File: config.mk
export PLATFORM = sky130hd
export DESIGN_NAME = i2c_bit_level_master_top
export DESIGN_NICKNAME = d
export VERILOG_FILES = /design/src/i2cm_pkg.sv /design/src/i2c_bit_level_master_top.sv /design/src/i2cm_front.sv /design/src/i2cm_fifo.sv /design/src/i2cm_engine.sv
export SDC_FILE = /design/constraint.sdc
export NUM_CORES = 1
export LEC_CHECK = 0
export BUFFER_PORTS_ARGS = -buffer_cell sky130_fd_sc_hd__buf_2
export CORE_ASPECT_RATIO = 1.75
export CORE_MARGIN = 4
export CORE_UTILIZATION = 33
export CTS_CLUSTER_SIZE = 40
export DETAILED_ROUTE_END_ITERATION = 10
export SYNTH_ARGS = -nofsm -noshare
export SYNTH_HDL_FRONTEND = slang
export SYNTH_SLANG_ARGS = --single-unit
export TNS_END_PERCENT = 30
File: constraint.sdc
create_clock -name clock -period 10.1 [get_ports clock]
set_input_delay 1.515 -clock clock [delete_from_list [all_inputs] [get_ports clock]]
set_output_delay 1.515 -clock clock [all_outputs]
set_load 0.01 [all_outputs]
File: src/i2cm_pkg.sv
// Shared types and command codes for the I2C bit-level master.
package i2cm_pkg;

   localparam logic [2:0] OP_IDLE  = 3'd0;
   localparam logic [2:0] OP_START = 3'd1;
   localparam logic [2:0] OP_STOP  = 3'd2;
   localparam logic [2:0] OP_WRITE = 3'd3;
   localparam logic [2:0] OP_READ  = 3'd4;
   localparam logic [2:0] OP_CHECK = 3'd5;
   localparam logic [2:0] OP_MACK  = 3'd6;

   localparam logic [15:0] HALF_PERIOD_RESET = 16'd250;

   typedef struct packed {
      logic [2:0] cmd;
      logic [7:0] data_byte;
      logic       sda_in;
   } req_type;

   typedef struct packed {
      logic       scl;
      logic       sda_release;
      logic       busy_res;
      logic       done_res;
      logic [7:0] read_data;
      logic       ack_seen;
   } rsp_type;

   // Classified tick: op is OP_IDLE when the tick carries no usable command.
   typedef struct packed {
      logic [2:0] op;
      logic [7:0] data_byte;
      logic       sda_in;
   } item_type;

endpackage

File: src/i2c_bit_level_master_top.sv
// Top level of the I2C bit-level master: front end, request queue, bus engine.
// Usage:
//   Each request on req_* is one timer tick: a command code (start, stop, write
//   byte, read byte, check ack, master ack, or none), a data byte for writes and
//   the sampled SDA level. Every request yields exactly one response on rsp_*
//   carrying the SCL level, SDA release, busy, done pulse, last read byte and
//   last acknowledge result after that tick. Commands arriving while busy are
//   dropped. csr_wr_en/csr_wr_data set the half period (ticks per bus phase);
//   write it only while no request is outstanding.
//   Path: an accepted request is written into the queue, stepped by the engine
//   when it reaches the head of the queue, and its response is registered.
//   Throughput: one request per cycle while rsp_stall is low, set by the
//   single-tick engine step (16-bit timer add and compare plus phase update).
//   Stall: when rsp_stall holds the response, the engine pauses and the queue
//   (QUEUE_DEPTH entries) keeps taking requests until it fills; then req_stall
//   rises. Reset idles the engine with both lines released, empties the queue
//   and restores the half period to 250.
module i2c_bit_level_master_top #(
   parameter int QUEUE_DEPTH = 2
) (
   input  logic              clock,
   input  logic              reset,
   input  logic              csr_wr_en,
   input  logic [15:0]       csr_wr_data,
   input  logic              req_valid,
   output logic              req_stall,
   input  i2cm_pkg::req_type req_data,
   output logic              rsp_valid,
   input  logic              rsp_stall,
   output i2cm_pkg::rsp_type rsp_data
);
   import i2cm_pkg::*;

   logic     q_full;
   logic     q_push;
   logic     q_pop;
   logic     q_valid;
   item_type push_item;
   item_type q_item;

   i2cm_front u_front (
      .req_valid (req_valid),
      .req_stall (req_stall),
      .req_data  (req_data),
      .q_full    (q_full),
      .q_push    (q_push),
      .q_item    (push_item)
   );

   i2cm_fifo #(
      .DEPTH (QUEUE_DEPTH)
   ) u_fifo (
      .clock     (clock),
      .reset     (reset),
      .push      (q_push),
      .push_item (push_item),
      .full      (q_full),
      .pop       (q_pop),
      .out_valid (q_valid),
      .out_item  (q_item)
   );

   i2cm_engine u_engine (
      .clock       (clock),
      .reset       (reset),
      .csr_wr_en   (csr_wr_en),
      .csr_wr_data (csr_wr_data),
      .q_valid     (q_valid),
      .q_item      (q_item),
      .q_pop       (q_pop),
      .rsp_valid   (rsp_valid),
      .rsp_stall   (rsp_stall),
      .rsp_data    (rsp_data)
   );

   // A full queue always has a request to offer the engine.
   assert property (@(posedge clock) disable iff (reset) req_stall |-> q_valid)
      else $error("queue reports full while empty");

   // A finishing tick never reports busy.
   assert property (@(posedge clock) disable iff (reset)
                    (rsp_valid && rsp_data.done_res) |-> !rsp_data.busy_res)
      else $error("done and busy together");

   // No response right after reset.
   assert property (@(posedge clock) $past(reset) |-> !rsp_valid)
      else $error("response valid after reset");

endmodule

File: src/i2cm_front.sv
// Front end: takes requests and classifies the command of each tick.
module i2cm_front (
   input  logic              req_valid,
   output logic              req_stall,
   input  i2cm_pkg::req_type req_data,
   input  logic              q_full,
   output logic              q_push,
   output i2cm_pkg::item_type q_item
);
   import i2cm_pkg::*;

   assign req_stall = q_full;
   assign q_push    = req_valid & ~q_full;

   always_comb begin
      q_item.data_byte = req_data.data_byte;
      q_item.sda_in    = req_data.sda_in;
      case (req_data.cmd)
         OP_START, OP_STOP, OP_WRITE, OP_READ, OP_CHECK, OP_MACK: q_item.op = req_data.cmd;
         default: q_item.op = OP_IDLE;
      endcase
   end

endmodule

File: src/i2cm_fifo.sv
// Short request queue between the front end and the bus engine.
module i2cm_fifo #(
   parameter int DEPTH = 2
) (
   input  logic               clock,
   input  logic               reset,
   input  logic               push,
   input  i2cm_pkg::item_type push_item,
   output logic               full,
   input  logic               pop,
   output logic               out_valid,
   output i2cm_pkg::item_type out_item
);
   import i2cm_pkg::*;

   localparam int PTR_W = (DEPTH > 1) ? $clog2(DEPTH) : 1;
   localparam int CNT_W = $clog2(DEPTH + 1);
   localparam logic [PTR_W-1:0] LAST = PTR_W'(DEPTH - 1);

   item_type         entry_ff [DEPTH];
   logic [PTR_W-1:0] wr_ptr_ff, wr_ptr_in;
   logic [PTR_W-1:0] rd_ptr_ff, rd_ptr_in;
   logic [CNT_W-1:0] count_ff, count_in;

   assign full      = (count_ff == CNT_W'(DEPTH));
   assign out_valid = (count_ff != '0);
   assign out_item  = entry_ff[rd_ptr_ff];

   always_comb begin
      wr_ptr_in = wr_ptr_ff;
      rd_ptr_in = rd_ptr_ff;
      count_in  = count_ff;
      if (push) begin
         wr_ptr_in = (wr_ptr_ff == LAST) ? '0 : wr_ptr_ff + 1'b1;
      end
      if (pop) begin
         rd_ptr_in = (rd_ptr_ff == LAST) ? '0 : rd_ptr_ff + 1'b1;
      end
      if (push && !pop) begin
         count_in = count_ff + 1'b1;
      end else if (pop && !push) begin
         count_in = count_ff - 1'b1;
      end
   end

   always_ff @(posedge clock) begin
      if (reset) begin
         wr_ptr_ff <= '0;
         rd_ptr_ff <= '0;
         count_ff  <= '0;
      end else begin
         wr_ptr_ff <= wr_ptr_in;
         rd_ptr_ff <= rd_ptr_in;
         count_ff  <= count_in;
      end
   end

   always_ff @(posedge clock) begin
      if (push) begin
         entry_ff[wr_ptr_ff] <= push_item;
      end
   end

endmodule

File: src/i2cm_engine.sv
// Back end: bus phase sequencer, half-period timer and result register.
module i2cm_engine (
   input  logic               clock,
   input  logic               reset,
   input  logic               csr_wr_en,
   input  logic [15:0]        csr_wr_data,
   input  logic               q_valid,
   input  i2cm_pkg::item_type q_item,
   output logic               q_pop,
   output logic               rsp_valid,
   input  logic               rsp_stall,
   output i2cm_pkg::rsp_type  rsp_data
);
   import i2cm_pkg::*;

   logic [15:0] half_period_ff;
   logic [2:0]  op_ff, op_in;
   logic [4:0]  phase_ff, phase_in;
   logic [15:0] tick_ff, tick_in;
   logic [7:0]  shift_ff, shift_in;
   logic        scl_ff, scl_in;
   logic        sda_ff, sda_in_lvl;
   logic        ack_ff, ack_in;
   logic [7:0]  read_hold_ff, read_hold_in;
   logic        done;
   logic        rsp_valid_ff;
   rsp_type     rsp_data_ff;
   logic [15:0] tick_inc;
   logic [4:0]  phase_inc;

   function automatic logic [4:0] phase_total(input logic [2:0] op);
      case (op)
         OP_START, OP_STOP, OP_CHECK: phase_total = 5'd3;
         OP_WRITE, OP_READ:           phase_total = 5'd16;
         OP_MACK:                     phase_total = 5'd2;
         default:                     phase_total = 5'd0;
      endcase
   endfunction

   // Pin levels {scl, sda} on entry to a phase.
   function automatic logic [1:0] phase_pins(input logic [2:0] op, input logic [4:0] ph,
                                             input logic [7:0] shift, input logic scl,
                                             input logic sda);
      logic s_c;
      logic s_d;
      s_c = scl;
      s_d = sda;
      case (op)
         OP_START: begin
            if (ph == 5'd0) begin
               s_c = 1'b1;
               s_d = 1'b1;
            end else if (ph == 5'd1) begin
               s_d = 1'b0;
            end else begin
               s_c = 1'b0;
            end
         end
         OP_STOP: begin
            if (ph == 5'd0) begin
               s_c = 1'b1;
               s_d = 1'b0;
            end else if (ph == 5'd1) begin
               s_d = 1'b1;
            end else begin
               s_c = 1'b0;
            end
         end
         OP_WRITE: begin
            if (!ph[0]) begin
               s_d = shift[3'd7 - ph[3:1]];
               s_c = 1'b1;
            end else begin
               s_c = 1'b0;
            end
         end
         OP_READ: begin
            if (!ph[0]) begin
               s_c = 1'b1;
               s_d = 1'b1;
            end else begin
               s_c = 1'b0;
            end
         end
         OP_CHECK: begin
            if (ph == 5'd0) begin
               s_c = 1'b1;
               s_d = 1'b1;
            end else if (ph == 5'd2) begin
               s_c = 1'b0;
            end
         end
         OP_MACK: begin
            if (ph == 5'd0) begin
               s_c = 1'b1;
               s_d = 1'b0;
            end else begin
               s_c = 1'b0;
            end
         end
         default: begin
         end
      endcase
      phase_pins = {s_c, s_d};
   endfunction

   // Advance one tick whenever a queued request exists and the result slot frees up.
   assign q_pop     = q_valid & (~rsp_valid_ff | ~rsp_stall);
   assign rsp_valid = rsp_valid_ff;
   assign rsp_data  = rsp_data_ff;

   always_comb begin
      op_in        = op_ff;
      phase_in     = phase_ff;
      tick_in      = tick_ff;
      shift_in     = shift_ff;
      scl_in       = scl_ff;
      sda_in_lvl   = sda_ff;
      ack_in       = ack_ff;
      read_hold_in = read_hold_ff;
      done         = 1'b0;
      tick_inc     = '0;
      phase_inc    = '0;

      if (op_ff == OP_IDLE && q_item.op != OP_IDLE) begin
         op_in    = q_item.op;
         phase_in = '0;
         tick_in  = '0;
         if (q_item.op == OP_WRITE) begin
            shift_in = q_item.data_byte;
         end else if (q_item.op == OP_READ) begin
            shift_in = '0;
         end
         {scl_in, sda_in_lvl} = phase_pins(q_item.op, 5'd0, shift_in, scl_in, sda_in_lvl);
      end

      if (op_in != OP_IDLE) begin
         tick_inc = tick_in + 16'd1;
         tick_in  = tick_inc;
         if (tick_inc >= half_period_ff) begin
            tick_in = '0;
            if (op_in == OP_READ && !phase_in[0]) begin
               shift_in = {shift_in[6:0], q_item.sda_in};
            end else if (op_in == OP_CHECK && phase_in == 5'd0) begin
               ack_in = ~q_item.sda_in;
            end
            phase_inc = phase_in + 5'd1;
            if (phase_inc >= phase_total(op_in)) begin
               if (op_in == OP_READ) begin
                  read_hold_in = shift_in;
               end
               op_in    = OP_IDLE;
               phase_in = '0;
               done     = 1'b1;
            end else begin
               phase_in = phase_inc;
               {scl_in, sda_in_lvl} = phase_pins(op_in, phase_inc, shift_in, scl_in,
                                                 sda_in_lvl);
            end
         end
      end
   end

   always_ff @(posedge clock) begin
      if (reset) begin
         half_period_ff <= HALF_PERIOD_RESET;
      end else if (csr_wr_en) begin
         half_period_ff <= csr_wr_data;
      end
   end

   always_ff @(posedge clock) begin
      if (reset) begin
         op_ff        <= OP_IDLE;
         phase_ff     <= '0;
         tick_ff      <= '0;
         shift_ff     <= '0;
         scl_ff       <= 1'b1;
         sda_ff       <= 1'b1;
         ack_ff       <= 1'b0;
         read_hold_ff <= '0;
      end else if (q_pop) begin
         op_ff        <= op_in;
         phase_ff     <= phase_in;
         tick_ff      <= tick_in;
         shift_ff     <= shift_in;
         scl_ff       <= scl_in;
         sda_ff       <= sda_in_lvl;
         ack_ff       <= ack_in;
         read_hold_ff <= read_hold_in;
      end
   end

   always_ff @(posedge clock) begin
      if (reset) begin
         rsp_valid_ff <= 1'b0;
      end else if (q_pop) begin
         rsp_valid_ff <= 1'b1;
      end else if (!rsp_stall) begin
         rsp_valid_ff <= 1'b0;
      end
   end

   always_ff @(posedge clock) begin
      if (q_pop) begin
         rsp_data_ff.scl         <= scl_in;
         rsp_data_ff.sda_release <= sda_in_lvl;
         rsp_data_ff.busy_res    <= (op_in != OP_IDLE);
         rsp_data_ff.done_res    <= done;
         rsp_data_ff.read_data   <= read_hold_in;
         rsp_data_ff.ack_seen    <= ack_in;
      end
   end

endmodule
-- After elaboration in Yosys (flattened, before gate mapping)
Memories as Yosys holds them, arrays and structs flattened. A register that Yosys moved wholly into a read port is not among the register bits.
Index checks and enable logic that the tools add are counted.
- equal/unequal tests: 22
- bitwise operators: 7
- muxes and demuxes: 70
- reduce and logical (&&, ||, !) cells: 24
- add/subtract/negate cells: 7
- order comparisons: 3
- operators by type and width (kind ; count):
    8-bit 2-to-1 mux ; 12
    16-bit 2-to-1 mux ; 3
    1-bit 2-to-1 mux ; 37
    5-bit 2-to-1 mux ; 6
    3-bit equality test (second input constant) ; 9
    3-bit by 2-bit equality test with 1-bit output (second input constant) ; 6
    16-bit by 1-bit adder with 16-bit output (second input constant) ; 1
    16-bit greater-or-equal comparator ; 1
    3-bit 2-to-1 mux ; 5
    5-bit one-hot mux with 3 select lines ; 1
    6-bit OR reduction ; 2
    5-bit zero test ; 2
    3-bit by 1-bit equality test with 1-bit output (second input constant) ; 3
    3-bit nonzero test ; 3
    1-bit one-hot mux with 6 select lines ; 1
    2-bit OR reduction ; 3
    3-bit OR reduction ; 2
    5-bit by 1-bit adder with 5-bit output (second input constant) ; 1
    5-bit by 1-bit equality test with 1-bit output (second input constant) ; 1
    5-bit by 2-bit equality test with 1-bit output (second input constant) ; 1
    5-bit greater-or-equal comparator ; 1
    1-bit logical AND ; 5
    3-bit by 4-bit less-than comparator with 1-bit output (second input constant) ; 1
    2-bit 2-to-1 mux ; 2
    other kinds (16) ; 24
- output and inout bits: 15
- memories: 1
- bits of input ports: 33
- register bits after elaboration: 77
- RAM bits: 24
- memory list (memory ; words ; width ; rd ports ; clocked after memory_dff ; wr ports ; line ; text):
    u_fifo.entry_ff ; 2 ; 12 ; 1 ; 1 ; 1 ; i2cm_fifo.sv:20 ; item_type entry_ff [DEPTH];

-- Longest topological paths before layout
- word-level depth: 15
- mapped depth: 27

-- Cells and area by module
From an unflattened synthesis, not the netlist that was laid out.
- cell total of the unflattened synthesis: 640
- area total of the unflattened synthesis: 5811.8 µm²
- modules (own cells, without submodules) (module ; sequential area each (µm²) ; area an instance (µm²) ; times used ; cells each):
    i2cm_engine ; 1591.5 ; 4636.9 ; 1 ; 567
    i2cm_fifo ; 820.8 ; 1071.0 ; 1 ; 59
    i2cm_front ; 0.0 ; 103.8 ; 1 ; 14

-- Worst setup path before layout
Ideal clock, no wire load.
- path kind: register -> register
- start point: register (tool-made name)
- end point: register u_engine.read_hold_ff[7]
- path buffers: 8
- data required time: 9972 ps
- stages on the path, launching flop included: 28
- arrival time: 5289 ps
- setup slack: 4683 ps
- clock period less this slack: 5417 ps
- cells stage by stage: dfxtp_1 > buf_2 > buf_2 > mux2i_1 > ha_1 > clkbuf_1 > a21o_1 > buf_6 > clkbuf_1 > and2_1 > ha_1 > nand3_1 > nor2_1 > and4_1 > clkbuf_1 > nand3_1 > xor2_1 > nor2_1 > ha_1 > nand4_1 > a2111oi_0 > a2111oi_0 > buf_2 > nor3b_4 > and2_4 > buf_12 > mux2i_1 > nor2_1
- RTL lines (what ; line ; text):
    end signal, assigned ; i2cm_engine.sv:190 ; read_hold_ff <= read_hold_in;
    end, declared ; i2cm_engine.sv:24 ; logic [7:0] read_hold_ff, read_hold_in;

==> results.json <==
{
  "status": "finished, final reports clean",
  "ys_top_cells_by_count": "72 x nor2_1, 65 x dfxtp_1, 62 x nand2_1",
  "detailed_place_hpwl_mm": 10.70,
  "cts_buffer_depth": 2,
  "layout-drive-gt1-share": 0.1365,
  "synth_top_family_by_area": "simple AND/OR/NAND/NOR gates",
  "overflow": 0,
  "drc_errors": 0,
  "grt_first_pass_wirelength_mm": 23.42,
  "io_pins": 48,
  "dieArea_mm2": 0.01979,
  "powerDensity_mw_per_mm2": 238.1,
  "gp_congestion": 0.9816,
  "clock_sinks": 102,
  "synth_edf_count": 37,
  "synth_top_flop_cell": "dfxtp_1",
  "grt_max_degree": 57,
  "yosys.area.top_type": "dfxtp_1",
  "maxSlewHeadroom": 0.2367,
  "layout.cells.non_filler": 879,
  "synth_most_common_cell": "nor2_1",
  "post-route-util": 0.3769,
  "clock-root-buffer": "clkbuf_16",
  "grt_usage": 0.1474,
  "ys_seq_area_frac": 0.4171,
  "drtIter0Drc": 303,
  "rsz0062_at_grt": "false",
  "cts_tree": "built",
  "synth_top_area_share": 0.2250,
  "cp-end-kind": "flop",
  "fp.dieH_um": 183.1,
  "design_area_mm2": 0.006446,
  "ant_nets": 0,
  "start_kind": "flop",
  "clkSlewWorstSetupHoldPaths_ps": 80,
  "async_reset_ff_frac": 0,
  "synth_xor_area_frac": 0.02575,
  "finalSetupTns_ps": 0,
  "critPathRequiredTime_ps": 10180,
  "synthSimpleGateAreaFrac": 0.1796,
  "via_per_inst": 5.332,
  "dp.cells": 863,
  "p_total_mw": 1.535,
  "final_hold_viol_count": 0,
  "syn-instance-count": 624,
  "period_share": 0.6937,
  "clk_latency_ps": 350,
  "cap_viol_max_count": 0,
  "std_cell_rows": 63,
  "post_cts_buffers": 0,
  "setup_viol": 0,
  "post-route-min-period_ps": 7006,
  "core_region_area_mm2": 0.01711,
  "grt_pass1_vias": 4833,
  "finalNetCount": 709,
  "synth-compound-area-share": 0.1761,
  "fp.dieW_um": 108.1,
  "drt-total-wl_mm": 14.36,
  "synthTopCellsByArea": "dfxtp_1 23%, edfxtp_1 19%, ha_1 6.3%",
  "cp_data_arrival_time_ps": 7080,
  "synth_area_mm2": 0.005783,
  "yosysWarnings": 0,
  "num_vias": 4687,
  "tightest_slew_ps": 1137,
  "syn-num-nets": 686,
  "yosys_register_bits": 102,
  "yosys.cell_types.count": 63,
  "ir_worst_vdd_v": 0.0001083,
  "cts_resized": 0,
  "fin_worst_skew_ps": 10.47,
  "max_freq_mhz": 142.7,
  "maxSlewViolCount": 0,
  "h-tree-depth": 3,
  "placed_area_mm2": 0.006145,
  "ctsHoldBuffers": 0,
  "synthAdderAreaFrac": 0.06274,
  "antenna_found_initial": 0,
  "p_leak_nw": 2.497,
  "initial_core_util": 0.3381,
  "synth_area_per_cell_um2": 9.268,
  "io_buffers": 47,
  "path_class": "flop to flop",
  "synthMuxAreaShare": 0.08762,
  "min_path_type": "flop to flop",
  "wire_per_inst_um": 16.33,
  "crit_fanout": 19,
  "area_growth_pct": 11.47,
  "cts_made_buffers": 9,
  "antennaDiodeCount": 0,
  "first_pass_iters": 6
}
==> layout by cell type (no fill, tap or decap), drive strengths merged, types with 7 or more instances in the layout <==
cell     n
a21boi   7
a21oi   35
nand2   62
a22oi   24
o211ai  15
ha      29
nor2    72
nand3   15
mux2    11
o21ai   22
clkbuf   9
xor2    11
mux2i   37
inv     30
nand2b   7
o31ai   10
nor4     7
edfxtp  37
nor3    13
or3      8
dfxtp   65
buf     51
==> logic make-up after synthesis <==
family	Yosys count
DFF	102
muxes	48
and+or+nand+nor	215
buffers and inverters	66
adders and majority gates	29
xor gates and xnor gates	17
AOI/OAI and AO/OA	147
==> through the flow <==
step | worst slack [ps] | hold slack, ps
finish | 3094 | 487.0
global route | 2538 | 499.1
detailed placement | 3124 | 472.2
floorplan | 4683 | 440.0
CTS | 3058 | 483.5
global placement | 3359 | 456.4
==> layer usage <==
layer	part of all wire	global-route usage	routed length, µm
met5	0	0	0
met4	0.036	0.07331	523
met3	0.029	0.01937	413
met2	0.56	0.2827	7993
met1	0.38	0.1531	5426
==> power breakdown <==
group / internal [mW] / switching, mW / total (mW)
clock: 0.175 / 0.168 / 0.343
combinational: 0.219 / 0.427 / 0.646
sequential: 0.499 / 0.0468 / 0.546
==> cell type report <==
class                      instances  area, µm²
fill                            1790      10660
multi-input combinational        456       3082
sequential                       102       2412
tap                              227      284.0
timing repair buffer              51      265.3
clock buffer                       9      225.2
inverter                          27      101.3
clock inverter                     7      76.32
==> sequential cells by signal, indices dropped and copies added (netlist names), named ones only <==
| register | flops |
|---|---|
| u_fifo.entry_ff | 24 |
| u_engine.half_period_ff | 16 |
| u_engine.tick_ff | 16 |
| u_engine.rsp_data | 13 |
| u_engine.read_hold_ff | 8 |
| u_engine.shift_ff | 8 |
| u_engine.phase_ff | 5 |
| u_engine.op_ff | 3 |
| u_fifo.count_ff | 2 |
| u_engine.ack_ff | 1 |
| u_engine.rsp_valid | 1 |
| u_engine.scl_ff | 1 |
| u_engine.sda_ff | 1 |
| u_fifo.rd_ptr_ff | 1 |
| u_fifo.wr_ptr_ff | 1 |
==> worst max-delay path, stage by stage (launching register included) <==
cell       delay (ps)
dfxtp_1           820
mux2i_1           500
ha_1              640
a21o_1            610
and2_1            240
ha_1              200
nand3_1            90
nor2_1            160
and4_1            370
nand3_1           140
xor2_1            160
nor2_1             80
ha_1              330
nand4_1           140
a2111oi_0         510
a2111oi_2         140
buf_4             210
nor4_4            430
nand2_1           170
nor4_1            630
nor3_1            140
==> final timing paths <==
kind | depth (start not counted) | slack, ps | startpoint | end
setup / recovery | 20 | 3090 | flop | u_engine.rsp_data[11]
hold reg to reg | 2 | 490 | u_engine.shift_ff[6] | u_engine.shift_ff[6]
hold / removal | 2 | 490 | u_engine.shift_ff[6] | u_engine.shift_ff[6]
setup reg to reg | 20 | 3090 | flop | u_engine.rsp_data[11]
Power figures use the tool's default switching activity.
